[src/rtl/swrl_pkg.sv]
// swrl_pkg: shared types and constants of the sliding window rate limiter.
// Used by every module under rtl/ except swrl_ram; depends on nothing.
package swrl_pkg;

  // Ring depth: most grant stamps the block can remember.
  localparam int MAX_EVENTS = 16;
  localparam int IDX_W      = (MAX_EVENTS > 1) ? $clog2(MAX_EVENTS) : 1;
  localparam int CNT_W      = $clog2(MAX_EVENTS + 1);

  localparam int STAMP_W    = 32;
  localparam int WAIT_W     = 16;
  localparam int LIMIT_W    = 5;
  localparam int CFG_IDX_W  = 1;
  localparam int CFG_DATA_W = 16;

  // Register indexes on the configuration port
  localparam logic [CFG_IDX_W-1:0] REG_MAX_EVENTS = 1'd0;
  localparam logic [CFG_IDX_W-1:0] REG_WINDOW_MS  = 1'd1;

  localparam logic [LIMIT_W-1:0] MAX_EVENTS_RST = 5'd4;
  localparam logic [WAIT_W-1:0]  WINDOW_MS_RST  = 16'd1000;

  // Request codes
  localparam logic OP_TRY     = 1'b0;
  localparam logic OP_RESERVE = 1'b1;

  typedef struct packed {
    logic               op;
    logic [STAMP_W-1:0] now_ms;
  } req_t;

  typedef struct packed {
    logic              granted;
    logic [WAIT_W-1:0] wait_ms;
  } rsp_t;

  // Controller to datapath commands
  typedef struct packed {
    logic load;    // latch request, issue ring read
    logic finish;  // decide, write stamp on grant, load result register
  } cmd_t;

endpackage

[src/rtl/sliding_window_rate_limiter.sv]
// sliding_window_rate_limiter: top level, controller plus datapath.
// Depends on swrl_pkg, swrl_ctrl, swrl_dp (and swrl_ram through swrl_dp).
//
//   channel  direction  handshake            payload
//   in       to block   in_valid / in_stall  in_data   (op, now_ms)
//   out      from block out_valid / out_stall out_data (granted, wait_ms)
//   cfg      to block   cfg_we               cfg_index, cfg_data
//
// Each request has a load step, which reads the ring entry max_events grants
// back from the stamp RAM (registered read), and a decide step that writes back.
// in_stall is high while a request is in its decide state.
// A decision waits while the previous result is still stalled in out_data;
// the next request is taken while a finished result waits.
// Reset (rst, synchronous) clears pointers, fill count, valid flag and sets
// max_events = 4, window_ms = 1000; the ring itself is not cleared, and
// entries are only used once written (fill count gating).
module sliding_window_rate_limiter (
  input  logic                            clk,
  input  logic                            rst,
  input  logic                            in_valid,
  output logic                            in_stall,
  input  swrl_pkg::req_t                  in_data,
  output logic                            out_valid,
  input  logic                            out_stall,
  output swrl_pkg::rsp_t                  out_data,
  input  logic                            cfg_we,
  input  logic [swrl_pkg::CFG_IDX_W-1:0]  cfg_index,
  input  logic [swrl_pkg::CFG_DATA_W-1:0] cfg_data
);

  // load / finish strobes from the sequencer
  swrl_pkg::cmd_t cmd;

  swrl_ctrl u_ctrl (
    .clk       (clk),
    .rst       (rst),
    .in_valid  (in_valid),
    .in_stall  (in_stall),
    .out_valid (out_valid),
    .out_stall (out_stall),
    .cmd       (cmd)
  );

  // ring, pointers, limit arithmetic and the result register
  swrl_dp u_dp (
    .clk       (clk),
    .rst       (rst),
    .cmd       (cmd),
    .in_data   (in_data),
    .out_data  (out_data),
    .cfg_we    (cfg_we),
    .cfg_index (cfg_index),
    .cfg_data  (cfg_data)
  );

endmodule

[src/rtl/swrl_ram.sv]
// swrl_ram: generic single-write, single-read RAM with registered read data.
// No package dependency.
module swrl_ram #(
  parameter int WIDTH = 32,
  parameter int DEPTH = 16
) (
  input  logic                                     clk,
  input  logic                                     we,
  input  logic [((DEPTH > 1) ? $clog2(DEPTH) : 1)-1:0] waddr,
  input  logic [WIDTH-1:0]                         wdata,
  input  logic                                     re,
  input  logic [((DEPTH > 1) ? $clog2(DEPTH) : 1)-1:0] raddr,
  output logic [WIDTH-1:0]                         rdata
);

  logic [WIDTH-1:0] mem [DEPTH];

  always_ff @(posedge clk) begin
    if (we) begin
      mem[waddr] <= wdata;
    end
    if (re) begin
      rdata <= mem[raddr];
    end
  end

endmodule

[src/rtl/swrl_ctrl.sv]
// swrl_ctrl: request sequencer (idle / decide) and output valid flag.
// Depends on swrl_pkg.
module swrl_ctrl (
  input  logic            clk,
  input  logic            rst,
  input  logic            in_valid,
  output logic            in_stall,
  output logic            out_valid,
  input  logic            out_stall,
  output swrl_pkg::cmd_t  cmd
);

  localparam logic ST_IDLE = 1'b0;
  localparam logic ST_CALC = 1'b1;

  logic state;
  logic state_next;
  logic out_valid_next;

  assign in_stall = (state != ST_IDLE);

  always_comb begin
    cmd            = '0;
    state_next     = state;
    out_valid_next = out_valid && out_stall;
    unique case (state)
      ST_IDLE: begin
        if (in_valid) begin
          cmd.load   = 1'b1;
          state_next = ST_CALC;
        end
      end
      ST_CALC: begin
        // result register must be empty or draining
        if (!out_valid || !out_stall) begin
          cmd.finish     = 1'b1;
          out_valid_next = 1'b1;
          state_next     = ST_IDLE;
        end
      end
      default: state_next = ST_IDLE;
    endcase
  end

  always_ff @(posedge clk) begin
    if (rst) begin
      state     <= ST_IDLE;
      out_valid <= 1'b0;
    end else begin
      state     <= state_next;
      out_valid <= out_valid_next;
    end
  end

  a_accept_to_calc: assert property (@(posedge clk) disable iff (rst)
    in_valid && !in_stall |=> state == ST_CALC)
    else $error("accepted request did not move to decide state");

  a_finish_valid: assert property (@(posedge clk) disable iff (rst)
    cmd.finish |=> out_valid)
    else $error("finished request left no result");

  a_hold_on_stall: assert property (@(posedge clk) disable iff (rst)
    state == ST_CALC && out_valid && out_stall |=> state == ST_CALC && !$past(cmd.finish))
    else $error("decision finished over an unaccepted result");

  a_no_overlap: assert property (@(posedge clk) disable iff (rst)
    !(cmd.load && cmd.finish))
    else $error("load and finish in one cycle");

endmodule

[src/rtl/swrl_dp.sv]
// swrl_dp: limiter datapath: config registers, ring pointers, stamp ring,
// age / wait arithmetic and result register. Depends on swrl_pkg, swrl_ram.
module swrl_dp (
  input  logic                                clk,
  input  logic                                rst,
  input  swrl_pkg::cmd_t                      cmd,
  input  swrl_pkg::req_t                      in_data,
  output swrl_pkg::rsp_t                      out_data,
  input  logic                                cfg_we,
  input  logic [swrl_pkg::CFG_IDX_W-1:0]      cfg_index,
  input  logic [swrl_pkg::CFG_DATA_W-1:0]     cfg_data
);

  localparam int SUM_W = swrl_pkg::CNT_W + 1;

  logic [swrl_pkg::LIMIT_W-1:0] max_events;
  logic [swrl_pkg::WAIT_W-1:0]  window_ms;
  logic [swrl_pkg::IDX_W-1:0]   write_slot;
  logic [swrl_pkg::CNT_W-1:0]   fill_count;
  logic                         req_op;
  logic [swrl_pkg::STAMP_W-1:0] req_now;
  logic                         enough;

  logic [swrl_pkg::CNT_W-1:0]   k;
  logic [SUM_W-1:0]             slot_sum;
  logic [swrl_pkg::IDX_W-1:0]   rd_idx;
  logic [swrl_pkg::STAMP_W-1:0] stamp;
  logic [swrl_pkg::STAMP_W-1:0] age;
  logic [swrl_pkg::STAMP_W-1:0] lead;
  logic [swrl_pkg::STAMP_W:0]   lead_sum;
  logic                         ahead;
  logic                         over;
  logic [swrl_pkg::WAIT_W-1:0]  wait_val;
  logic                         grant;
  logic                         ring_we;
  logic [swrl_pkg::STAMP_W-1:0] store_val;

  // effective limit, clamped into 1..MAX_EVENTS
  always_comb begin
    if (max_events == '0) begin
      k = swrl_pkg::CNT_W'(1);
    end else if (32'(max_events) > 32'(swrl_pkg::MAX_EVENTS)) begin
      k = swrl_pkg::CNT_W'(swrl_pkg::MAX_EVENTS);
    end else begin
      k = swrl_pkg::CNT_W'(max_events);
    end
  end

  // slot k grants back: write_slot - k modulo depth
  always_comb begin
    slot_sum = SUM_W'(write_slot) + SUM_W'(swrl_pkg::MAX_EVENTS) - SUM_W'(k);
    if (slot_sum >= SUM_W'(swrl_pkg::MAX_EVENTS)) begin
      slot_sum = slot_sum - SUM_W'(swrl_pkg::MAX_EVENTS);
    end
    rd_idx = slot_sum[swrl_pkg::IDX_W-1:0];
  end

  // decision on the registered ring read
  always_comb begin
    age      = req_now - stamp;
    lead     = stamp - req_now;
    ahead    = age[swrl_pkg::STAMP_W-1];
    over     = enough && (ahead || age < 32'(window_ms));
    lead_sum = (swrl_pkg::STAMP_W+1)'(window_ms) + (swrl_pkg::STAMP_W+1)'(lead);
    if (!over) begin
      wait_val = '0;
    end else if (ahead) begin
      // future stamp frees window + lead from now, saturated
      wait_val = (|lead_sum[swrl_pkg::STAMP_W:swrl_pkg::WAIT_W]) ? '1
                                                          : lead_sum[swrl_pkg::WAIT_W-1:0];
    end else begin
      wait_val = window_ms - age[swrl_pkg::WAIT_W-1:0];
    end
    grant     = !over || (req_op == swrl_pkg::OP_RESERVE);
    ring_we   = cmd.finish && grant;
    store_val = req_now + swrl_pkg::STAMP_W'(wait_val);
  end

  swrl_ram #(
    .WIDTH (swrl_pkg::STAMP_W),
    .DEPTH (swrl_pkg::MAX_EVENTS)
  ) u_ring (
    .clk   (clk),
    .we    (ring_we),
    .waddr (write_slot),
    .wdata (store_val),
    .re    (cmd.load),
    .raddr (rd_idx),
    .rdata (stamp)
  );

  always_ff @(posedge clk) begin
    if (rst) begin
      max_events <= swrl_pkg::MAX_EVENTS_RST;
      window_ms  <= swrl_pkg::WINDOW_MS_RST;
      write_slot <= '0;
      fill_count <= '0;
    end else begin
      if (cfg_we) begin
        unique case (cfg_index)
          swrl_pkg::REG_MAX_EVENTS: max_events <= cfg_data[swrl_pkg::LIMIT_W-1:0];
          swrl_pkg::REG_WINDOW_MS:  window_ms  <= cfg_data[swrl_pkg::WAIT_W-1:0];
          default: ;
        endcase
      end
      if (ring_we) begin
        if (32'(write_slot) == swrl_pkg::MAX_EVENTS - 1) begin
          write_slot <= '0;
        end else begin
          write_slot <= write_slot + 1'b1;
        end
        if (fill_count != swrl_pkg::CNT_W'(swrl_pkg::MAX_EVENTS)) begin
          fill_count <= fill_count + 1'b1;
        end
      end
    end
  end

  // payload registers
  always_ff @(posedge clk) begin
    if (cmd.load) begin
      req_op  <= in_data.op;
      req_now <= in_data.now_ms;
      enough  <= (fill_count >= k);
    end
    if (cmd.finish) begin
      out_data.granted <= grant;
      out_data.wait_ms <= wait_val;
    end
  end

endmodule

[config.mk]
export PLATFORM = sky130hd
export DESIGN_NAME = sliding_window_rate_limiter
export DESIGN_NICKNAME = d
export VERILOG_FILES = /design/src/rtl/swrl_pkg.sv /design/src/rtl/sliding_window_rate_limiter.sv /design/src/rtl/swrl_ram.sv /design/src/rtl/swrl_ctrl.sv /design/src/rtl/swrl_dp.sv
export SDC_FILE = /design/constraint.sdc
export NUM_CORES = 1
export LEC_CHECK = 0
export BUFFER_PORTS_ARGS = -buffer_cell sky130_fd_sc_hd__buf_2
export CAP_MARGIN = 40
export CELL_PAD_IN_SITES_DETAIL_PLACEMENT = 0
export CELL_PAD_IN_SITES_GLOBAL_PLACEMENT = 2
export CORE_UTILIZATION = 40
export DETAILED_ROUTE_END_ITERATION = 8
export GPL_TIMING_DRIVEN = 1
export PLACE_DENSITY = 0.72
export SYNTH_ARGS = -nofsm -noshare
export SYNTH_HDL_FRONTEND = slang
export SYNTH_HIERARCHICAL = 1
export SYNTH_SLANG_ARGS = --single-unit
export TNS_END_PERCENT = 20
[constraint.sdc]
create_clock -name clk -period 24.8 [get_ports clk]
set_clock_uncertainty 0.05 [all_clocks]
set_input_delay 3.72 -clock clk [delete_from_list [all_inputs] [get_ports clk]]
set_output_delay 3.72 -clock clk [all_outputs]
set_load 0.005 [all_outputs]
==> summary.txt <==
Outcome
  • Run status: finished, final reports clean

Synth
  • Most common cell in the netlist: edfxtp_1
  • Synth Cell Area: 30,250 sq um
  • Largest area contributor in the netlist: edfxtp_1
  • Ys Warns: 6
  • Fraction of registers with async set/reset: 0%
  • Post-synth top area share: 59.06%
  • EDFF count, synth: 595
  • Flops & latches, synth: 627
  • Synth top cells by count: edfxtp_1, inv_1, nand2_1
  • Syn Inst Count: 2,114
  • Post-synthesis net count: 2,311
  • Cell variety after synth: 82
  • Sequential area share after synthesis: between 60% and 70%
  • Top FF cell, synth: edfxtp_1
  • Syn_area_per_cell: 14.31 sq um
  • Top cells by area, synth: edfxtp_1, mux4_2, ha_1

Clock tree
  • Clock slew at reported path FFs: around 0.06 ns
  • CTS Buffer Depth: 3
  • Clock network latency to the later pin of the worst-skew pair: 0.62 ns
  • Post_cts resized: 0
  • Num CTS Buffers: 68
  • CTS Hold Bufs: 0
  • CTS tree: yes
  • Clock Sinks: 627
  • Clock root buffer: clkbuf_16
  • H-tree level count: 3
  • Postcts setup bufs: 0

Final layout
  • Reg area: 18,510 sq um
  • Area grow syn2layout: 14.06%
  • Filler instances: between 6,000 and 7,000
  • Multi-input logic area: about 11,000 sq um
  • Final Core Density: a little under half
  • Layout cell share with drive strength beyond 1: 18.26%
  • Post-Layout Cell Count: 3,259
  • Nets: 2,433

Worst setup path
  • CP max FO: 16
  • Cell repeated most along the worst path: o21ai_0
  • CP required: 25.21 ns
  • Slowest stage delay, CP: 0.66 ns
  • Critical setup path kind: reg2reg
  • CP max stage cell: a31oi_1
  • Setup crit start kind: flop
  • Setup crit end kind: flop
  • CP arrival: approximately 9.7 ns

STA
  • Worst slew pin tran: about 0.85 ns
  • Period utilization: 37.33%
  • Worst relative slew slack: 42.66%
  • TNS Setup: 0 ns
  • Final Hold Viols: 0
  • Final Critical Period: about 9 ns
  • Slew Viols, Final: 0
  • Max Fclk: about 110 MHz
  • Setup violators final: 0
  • RSZ-0062 raised after global routing: no
  • Hold Worst Slack: 0.4613 ns

Global routing
  • Initial antenna violation count: 0
  • Vias in the first global route: 18,420
  • Grt met1 use: around 28%
  • Met3 Resource Use GR: under 10%
  • Met2 Usage GRT: about a third
  • Largest net degree at the start of global routing: 61
  • First-pass GRT wire length: approximately 120,000 microns
  • Most Crowded Layer GR: met2
  • Total Routing Usage GR: 20.63%
  • Overflow after GRT: 0

Die
  • Core ar.: roughly 75,000 sq um
  • Die area: 76,730 sq um
  • Initial Utilization: 40.50%
  • Die Span X: 277.0 microns
  • Rows: 100
  • Io pins: 74
  • Die Y: 277.0 microns

Place
  • Gp weighted congestion: 0.9141
  • # port buffers: 73
  • Placed insts: 3,131
  • Post-DP HPWL: 50,640 microns

Flow run
  • MaxCap Viol Count: 0

Pwr
  • Maximum VDD drop: 47.62 uV
  • Power consumption: about 3.4 mW
  • P per Cell Area: 98.29 nW/um^2
  • Leakage: approximately 12 nW

Drt
  • Router iterations before antenna repair: 5
  • DRT antenna net count: 0
  • Vias per cell: 5.600
  • Vias: 18,250
  • Post-route DRC: 0
  • Wire per inst: 24.26 microns
  • Final WL: 79,080 microns
  • Initial DRC count: 1,402

Min path
  • HP Class: reg2reg
## sequential cells by signal (all words and copies together), names as in the netlist, 4 cells and up
name / cells
u_dp/out_data: 17
u_dp/write_slot: 4
u_dp/fill_count: 5
u_dp/req_now: 32
u_dp/u_ring/rdata: 32
u_dp/u_ring/mem: 512
u_dp/window_ms: 16
u_dp/max_events: 5
## routing by layer
layer / up-vias / wire, microns
met1: 9279 / 34690
met3: 100 / 4180
li1: 8393 / -
met5: - / 0
met4: 0 / 1506
met2: 479 / 38710
## where the power goes
part           leakage [nW]  switching [mW]  total (mW)  internal [mW]
clock                  1.13           0.428        1.06          0.636
sequential             5.67          0.0172        1.32           1.30
combinational          5.50           0.634        1.01          0.376
## final cells by class
cell class              instances  area share [%]
multi-input cells            1261           31.78
clock buffers                  82           5.174
diodes                          1        0.007252
flip-flops and latches        627           53.64
repair buffers                140           2.738
clock inverters                41           1.621
inverters                     138           1.534
well taps                     969           3.514
## stage by stage
step | instance area [sq um] | worst slack [ns]
floorplan | 30250 | 16.22
global placement | 31900 | 15.60
detailed placement | 32130 | 15.38
CTS | 34470 | 15.27
global route | 34500 | 14.64
finish | 34510 | 15.54
## worst max-delay path, delay by kind of cell (launching register included)
family	cells	cell delay (ns)
compound gates	20	4.61
xor+xnor	2	0.75
fa+ha+maj	4	1.11
buf+inv	5	0.84
flops	1	0.43
simple gates	6	1.29
## logic make-up after synthesis
group	count (synthesis)	synth area share (%)
muxes	143	10.04
xor gates and xnor gates	109	3.156
DFF	627	61.18
AOI/OAI and AO/OA	448	9.806
buffers and inverters	226	3.032
and+or+nand+nor	419	6.770
adders and majority gates	142	6.022
## placed cells by master, fill, tap and decap left out, types with 24 or more instances in the layout
master	Yosys	final
nand2_1	137	137
nand3_1	27	27
nand4_1	27	27
ha_1	136	136
edfxtp_1	595	595
xnor2_1	71	71
mux4_2	128	128
a21oi_1	121	121
a22oi_1	66	66
nor2_1	103	90
nor3_1	28	24
inv_1	137	134
xor2_1	38	38
a211oi_1	26	26
o21ai_0	63	63
buf_2	16	73
a21o_1	48	48
clkbuf_16	0	69
buf_4	11	59
dfxtp_1	32	32
## worst paths after layout
path	from	endpoint	slack, ns	cells after the start
max	u_dp/req_now[0]	u_dp/u_ring/mem[10][30]	15.54	37
min	u_dp/window_ms[0]	u_dp/window_ms[0]	0.46	2
min reg2reg	u_dp/window_ms[0]	u_dp/window_ms[0]	0.46	2
max reg2reg	u_dp/req_now[0]	u_dp/u_ring/mem[10][30]	15.54	37
Power figures use the tool's default switching activity.
